===== config.mk =====
export PLATFORM = sky130hd
export DESIGN_NAME = utf8_sanitize_replace
export DESIGN_NICKNAME = d
export VERILOG_FILES = /design/src/design/u8s_pkg.sv /design/src/design/utf8_sanitize_replace.sv
export SDC_FILE = /design/constraint.sdc
export NUM_CORES = 1
export LEC_CHECK = 0
export ABC_AREA = 1
export BUFFER_PORTS_ARGS = -buffer_cell sky130_fd_sc_hd__buf_4
export CORE_MARGIN = 3
export CORE_UTILIZATION = 45
export DETAILED_ROUTE_END_ITERATION = 12
export MAX_ROUTING_LAYER = met4
export PLACE_DENSITY = 0.63
export SYNTH_ARGS = -nofsm -noshare
export SYNTH_HDL_FRONTEND = slang
export SYNTH_SLANG_ARGS = --single-unit

===== constraint.sdc =====
create_clock -name clk -period 2.75 [get_ports clk]
set_input_delay 0.55 -clock clk [delete_from_list [all_inputs] [get_ports clk]]
set_output_delay 0.55 -clock clk [all_outputs]
set_load 0.03 [all_outputs]

===== src/design/u8s_pkg.sv =====
package u8s_pkg;

    localparam int unsigned MAX_RESULTS = 6;
    localparam int unsigned CNT_W       = $clog2(MAX_RESULTS + 1);

    localparam logic [7:0] FFFD_B0 = 8'hEF;
    localparam logic [7:0] FFFD_B1 = 8'hBF;
    localparam logic [7:0] FFFD_B2 = 8'hBD;

    localparam logic [20:0] SURR_LO   = 21'h00D800;
    localparam logic [20:0] SURR_HI   = 21'h00DFFF;
    localparam logic [20:0] CP_MAX    = 21'h10FFFF;
    localparam logic [20:0] MIN_LEN_2 = 21'h000080;
    localparam logic [20:0] MIN_LEN_3 = 21'h000800;
    localparam logic [20:0] MIN_LEN_4 = 21'h010000;

    localparam logic [2:0] SEQ_LEN_2 = 3'd2;
    localparam logic [2:0] SEQ_LEN_3 = 3'd3;
    localparam logic [2:0] SEQ_LEN_4 = 3'd4;

endpackage


===== src/design/utf8_sanitize_replace.sv =====
// UTF-8 sanitizer: takes one raw byte per transaction and returns the cleaned stream,
// substituting U+FFFD (EF BF BD) for bad leads, broken or invalid sequences and
// sequences cut off by stream_end. Each input transaction is decoded into a result
// buffer of up to six bytes, which drains one byte per unstalled cycle on the result
// channel; run_last marks the final byte caused by an input. An input causing zero
// or one result byte is taken every cycle unless result_stall is high; one causing
// more holds the input side until they drain, the next input being taken in the
// cycle its last byte leaves. Results appear the cycle after the input is taken.
module utf8_sanitize_replace
    import u8s_pkg::*;
(
    input  logic       clk,
    input  logic       rst_n,
    input  logic       item_valid,
    output logic       item_stall,
    input  logic [7:0] byte_in,
    input  logic       stream_end,
    output logic       result_valid,
    input  logic       result_stall,
    output logic [7:0] byte_out,
    output logic       run_last,
    output logic       is_replacement
);

    typedef enum logic [1:0] {
        PH_IDLE = 2'd0,
        PH_OPEN = 2'd1,
        PH_DROP = 2'd2
    } phase_t;

    phase_t      phase_reg, phase_next;
    logic [2:0]  seq_length_reg, seq_length_next;
    logic [1:0]  bytes_seen_reg, bytes_seen_next;
    logic [20:0] code_point_reg, code_point_next;
    logic [7:0]  held_reg [3];

    logic [CNT_W-1:0] buf_cnt_reg;
    logic [7:0]       buf_byte_reg [MAX_RESULTS];
    logic             buf_repl_reg [MAX_RESULTS];

    logic [CNT_W-1:0] lst_cnt;
    logic [7:0]       lst_byte [MAX_RESULTS];
    logic             lst_repl [MAX_RESULTS];

    logic        held_we;
    logic [1:0]  held_idx;
    logic        accept, take;
    logic        cont, is_ascii, lead2, lead3, lead4;
    logic [2:0]  seen_sum;
    logic [20:0] cp_ext;
    logic        cp_bad;
    logic        fffd_first, run_start, good;
    logic        st_ascii, st_fffd;

    assign accept = item_valid && !item_stall;
    assign take   = result_valid && !result_stall;

    assign item_stall = (buf_cnt_reg > CNT_W'(1))
                     || (buf_cnt_reg == CNT_W'(1) && result_stall);

    assign result_valid   = (buf_cnt_reg != '0);
    assign byte_out       = buf_byte_reg[0];
    assign is_replacement = buf_repl_reg[0];
    assign run_last       = (buf_cnt_reg == CNT_W'(1));

    assign cont     = (byte_in[7:6] == 2'b10);
    assign is_ascii = !byte_in[7];
    assign lead2    = (byte_in[7:5] == 3'b110);
    assign lead3    = (byte_in[7:4] == 4'b1110);
    assign lead4    = (byte_in[7:3] == 5'b11110);
    assign seen_sum = {1'b0, bytes_seen_reg} + 3'd1;
    assign cp_ext   = {code_point_reg[14:0], byte_in[5:0]};

    assign cp_bad = (seq_length_reg == SEQ_LEN_2 && cp_ext < MIN_LEN_2)
                 || (seq_length_reg == SEQ_LEN_3 && cp_ext < MIN_LEN_3)
                 || (seq_length_reg == SEQ_LEN_4 && cp_ext < MIN_LEN_4)
                 || (cp_ext >= SURR_LO && cp_ext <= SURR_HI)
                 || (cp_ext > CP_MAX);

    always_comb
    begin
        phase_next      = phase_reg;
        seq_length_next = seq_length_reg;
        bytes_seen_next = bytes_seen_reg;
        code_point_next = code_point_reg;
        held_we         = 1'b0;
        held_idx        = bytes_seen_reg;
        fffd_first      = 1'b0;
        run_start       = 1'b0;
        good            = 1'b0;
        st_ascii        = 1'b0;
        st_fffd         = 1'b0;

        unique case (phase_reg)
            PH_OPEN:
            begin
                if (!cont)
                begin
                    fffd_first = 1'b1;
                    run_start  = 1'b1;
                end
                else if (seen_sum >= seq_length_reg)
                begin
                    phase_next      = PH_IDLE;
                    seq_length_next = '0;
                    bytes_seen_next = '0;
                    code_point_next = '0;
                    if (cp_bad)
                    begin
                        fffd_first = 1'b1;
                        if (!stream_end)
                            phase_next = PH_DROP;
                    end
                    else
                    begin
                        good = 1'b1;
                    end
                end
                else
                begin
                    held_we         = (bytes_seen_reg != 2'd3);
                    bytes_seen_next = seen_sum[1:0];
                    code_point_next = cp_ext;
                    if (stream_end)
                    begin
                        fffd_first      = 1'b1;
                        phase_next      = PH_IDLE;
                        seq_length_next = '0;
                        bytes_seen_next = '0;
                        code_point_next = '0;
                    end
                end
            end
            PH_DROP:
            begin
                if (cont)
                begin
                    if (stream_end)
                        phase_next = PH_IDLE;
                end
                else
                begin
                    run_start = 1'b1;
                end
            end
            default:
            begin
                run_start = 1'b1;
            end
        endcase

        if (run_start)
        begin
            phase_next      = PH_IDLE;
            seq_length_next = '0;
            bytes_seen_next = '0;
            code_point_next = '0;
            if (is_ascii)
            begin
                st_ascii = 1'b1;
            end
            else if ((lead2 || lead3 || lead4) && !stream_end)
            begin
                phase_next      = PH_OPEN;
                bytes_seen_next = 2'd1;
                held_we         = 1'b1;
                held_idx        = 2'd0;
                if (lead2)
                begin
                    seq_length_next = SEQ_LEN_2;
                    code_point_next = {16'd0, byte_in[4:0]};
                end
                else if (lead3)
                begin
                    seq_length_next = SEQ_LEN_3;
                    code_point_next = {17'd0, byte_in[3:0]};
                end
                else
                begin
                    seq_length_next = SEQ_LEN_4;
                    code_point_next = {18'd0, byte_in[2:0]};
                end
            end
            else
            begin
                st_fffd = 1'b1;
            end
        end
    end

    always_comb
    begin
        for (int i = 0; i < MAX_RESULTS; i++)
        begin
            lst_byte[i] = 8'h00;
            lst_repl[i] = 1'b0;
        end
        lst_cnt = '0;

        if (good)
        begin
            lst_byte[0] = held_reg[0];
            unique case (seq_length_reg)
                SEQ_LEN_3:
                begin
                    lst_byte[1] = held_reg[1];
                    lst_byte[2] = byte_in;
                    lst_cnt     = CNT_W'(3);
                end
                SEQ_LEN_4:
                begin
                    lst_byte[1] = held_reg[1];
                    lst_byte[2] = held_reg[2];
                    lst_byte[3] = byte_in;
                    lst_cnt     = CNT_W'(4);
                end
                default:
                begin
                    lst_byte[1] = byte_in;
                    lst_cnt     = CNT_W'(2);
                end
            endcase
        end
        else
        begin
            if (fffd_first)
            begin
                lst_byte[0] = FFFD_B0;
                lst_byte[1] = FFFD_B1;
                lst_byte[2] = FFFD_B2;
                lst_repl[0] = 1'b1;
                lst_repl[1] = 1'b1;
                lst_repl[2] = 1'b1;
                lst_cnt     = CNT_W'(3);
                if (st_ascii)
                begin
                    lst_byte[3] = byte_in;
                    lst_cnt     = CNT_W'(4);
                end
                else if (st_fffd)
                begin
                    lst_byte[3] = FFFD_B0;
                    lst_byte[4] = FFFD_B1;
                    lst_byte[5] = FFFD_B2;
                    lst_repl[3] = 1'b1;
                    lst_repl[4] = 1'b1;
                    lst_repl[5] = 1'b1;
                    lst_cnt     = CNT_W'(6);
                end
            end
            else if (st_ascii)
            begin
                lst_byte[0] = byte_in;
                lst_cnt     = CNT_W'(1);
            end
            else if (st_fffd)
            begin
                lst_byte[0] = FFFD_B0;
                lst_byte[1] = FFFD_B1;
                lst_byte[2] = FFFD_B2;
                lst_repl[0] = 1'b1;
                lst_repl[1] = 1'b1;
                lst_repl[2] = 1'b1;
                lst_cnt     = CNT_W'(3);
            end
        end
    end

    always_ff @(posedge clk or negedge rst_n)
    begin
        if (!rst_n)
        begin
            phase_reg      <= PH_IDLE;
            seq_length_reg <= '0;
            bytes_seen_reg <= '0;
            code_point_reg <= '0;
            buf_cnt_reg    <= '0;
        end
        else
        begin
            if (accept)
            begin
                phase_reg      <= phase_next;
                seq_length_reg <= seq_length_next;
                bytes_seen_reg <= bytes_seen_next;
                code_point_reg <= code_point_next;
                buf_cnt_reg    <= lst_cnt;
            end
            else if (take)
            begin
                buf_cnt_reg <= buf_cnt_reg - CNT_W'(1);
            end
        end
    end

    always_ff @(posedge clk)
    begin
        if (accept && held_we)
            held_reg[held_idx] <= byte_in;

        if (accept)
        begin
            for (int i = 0; i < MAX_RESULTS; i++)
            begin
                buf_byte_reg[i] <= lst_byte[i];
                buf_repl_reg[i] <= lst_repl[i];
            end
        end
        else if (take)
        begin
            for (int i = 0; i < MAX_RESULTS - 1; i++)
            begin
                buf_byte_reg[i] <= buf_byte_reg[i+1];
                buf_repl_reg[i] <= buf_repl_reg[i+1];
            end
        end
    end

endmodule


==> results_dict.tcl <==
set metrics [dict create \
    run_status "complete, no violations" \
    power_density_nw_per_um2 1010 \
    drt_iter0_drc 232 \
    avgSynthCellArea_um2 9.32 \
    drive_above_1_share 0.163 \
    seq_area_um2 2520 \
    grt_pass1_vias 3323 \
    clk_path_buf_depth 2 \
    dp.cells 622 \
    yosys_warnings 0 \
    vias 3410 \
    holdWs_ns 0.0787 \
    critPathKind "register to register" \
    clock_latency_ns 0.36 \
    cts_setup_buffers 0 \
    slew_headroom 0.687 \
    via_per_inst 5.34 \
    place_congestion 0.886 \
    seq_area_frac_synth 0.569 \
    fill_cells 861 \
    fmax_mhz 400 \
    synth_top_family_by_area "simple AND/OR/NAND/NOR gates" \
    cts_tree "done" \
    finalPower_uw 5050 \
    drc 0 \
    yosysMostFrequentCell "nand2_1" \
    synth_top_area_frac 0.427 \
    path_delay_family "simple AND/OR/NAND/NOR gates" \
    crit_chain "ha_1 > ha_1 > nand3b_1 > nand3_2 > nand2_1 > inv_1 > nand3_2 > nand2_1 > nand2_2 > nand2_4 > nand2_2 > nand3_4 > nand3_1" \
    fin_cells 638 \
    synth_nets 497 \
    cts.clk_slew.worst_paths_ns 0.09 \
    setup-violations-final 0 \
    ir_worst_vdd_v 0.000400 \
    cts_hold_buf 0 \
    worst_slew_pin_slew_ns 0.468 \
    finClkSkew_ns 0.00715 \
    synthXorXnorAreaFrac 0.00198 \
    startpoint_type "register" \
    core.rowCount 35 \
    synth_seq_cells 88 \
    wire_per_inst_um 15.9 \
    cts_resized 0 \
    area_growth_pct 13.2 \
    post-dp-hpwl_um 7300 \
    gr-total-overflow 0 \
    finalNetCount 526 \
    drtAntennaViolNets 0 \
    arrival_ns 2.61 \
    drv_cap 0 \
    largest_reg_flops 33 \
    multiInputGateArea_um2 1650 \
    grt_pass1_wl_um 16700 \
    track_usage 0.196 \
    drt-pass1-iter-count 6 \
    grt_max_degree 39 \
    clock-sinks 88 \
    fin_crit_sh 0.908 \
    io_pins 25 \
    fp.dieW_um 105 \
    slew_violations 0 \
    final_cell_area_um2 5010 \
    power.leakage_uw 0.00220 \
    rsz0062_at_grt "true" \
    synthAdderAreaFrac 0.0254 \
    cp-end-kind "register" \
    holdCritPathClass "primary input to async pin" \
    synth_simple_gate_area_frac 0.235 \
    fin_crit_ns 2.50 \
    hold_viol_final 0 \
    synth_top_cell_by_area "edfxtp_1" \
    synth_compound_area_frac 0.105 \
    final_util 0.532 \
    synthCells 475 \
    antenna_found_initial 0 \
    cp.required_ns 2.86 \
    async_flop_share 0.284 \
    numPortBuffers 24 \
    synth-edff-count 63 \
    yosysUniqueCellTypes 36 \
    wl_um 10100 \
    synth_top_cells_by_count "nand2_1, edfxtp_1, nor2_1" \
    dieArea_um2 11100 \
    cp_num_buf_inv 1 \
    synth.cell_area_um2 4430 \
    critical_path.slowest_cell "dfrtp_1" \
    critical-path-max-stage-delay_ns 0.42 \
    muxShareOfSynthArea 0 \
    initial_utilization 0.470 \
    cp_max_fo 11 \
    antennaDiodeCount 0 \
    ys.flop_type "edfxtp_1" \
    core_um2 9420 \
    synthTopCellsByArea "edfxtp_1, dfrtp_1, nand2_1" \
    die_h_um 105 \
    cts_htree_levels 3 \
    root_buffer "clkbuf_8" \
    place_area_um2 4770 \
    numCtsBuffers 9 \
]
==> kinds of logic after synthesis <==
| kind of cell | Yosys count |
|---|---|
| AOI/OAI and AO/OA | 80 |
| xor gates and xnor gates | 1 |
| DFF | 88 |
| adders and majority gates | 9 |
| and+or+nand+nor | 234 |
| buffers and inverters | 63 |
==> layout by cell type (no fill, tap or decap), types with 3 or more instances in the layout <==
cell type / count
nand2_1: 113
edfxtp_1: 63
nor2_1: 49
nand3_1: 45
inv_1: 36
o21ai_0: 36
buf_4: 34
dfrtp_1: 25
a21oi_1: 21
o21ai_1: 10
ha_1: 9
clkbuf_8: 9
inv_2: 8
nor2_4: 6
nor3_1: 5
nand4_1: 3
nand3_2: 3
nand2_2: 3
==> per-layer routing <==
layer | up-vias | wire length (um) | share of wire | global-route usage
met3 | 20 | 620 | 0.061 | 0.0309
met1 | 1600 | 4380 | 0.43 | 0.256
met4 | 0 | 223 | 0.022 | 0.0665
met2 | 130 | 4890 | 0.48 | 0.314
met5 | - | 0 | 0 | -
li1 | 1660 | - | - | -
==> final timing paths <==
kind	to	depth (start not counted)	start	slack, ns
setup / recovery	buf_byte_reg[1][7]	13	bytes_seen_reg[0]	0.25
hold / removal	code_point_reg[7]	1	rst_n	0.08
setup reg to reg	buf_byte_reg[1][7]	13	bytes_seen_reg[0]	0.25
hold reg to reg	code_point_reg[12]	2	code_point_reg[12]	0.49
max in group asynchronous	seq_length_reg[1]	1	rst_n	2.43
min in group clk	held_reg[0][2]	1	byte_in[2]	0.43
==> stage by stage <==
| step | setup WS [ns] | setup TNS [ns] |
|---|---|---|
| after detailed placement | 0.125 | 0 |
| final | 0.252 | 0 |
| after global routing | -0.0203 | -0.0379 |
| after global placement | 0.244 | 0 |
| after floorplan | 0.0653 | 0 |
| after CTS | 0.108 | 0 |
==> cell type report <==
cell class / count / area share
flip-flops and latches: 88 / 0.502
multi-input cells: 324 / 0.329
well taps: 129 / 0.0322
inverters: 45 / 0.0342
clock inverters: 7 / 0.0187
repair buffers: 36 / 0.0589
clock buffers: 9 / 0.0247
==> report_power, final <==
group          switching (uW)  total [uW]  internal, uW
Combinational            1320        1980           652
Clock                     475         988           514
Sequential                161        2090          1930
Total                    1960        5050          3090
Note: power is estimated with default switching activity, not from simulation.
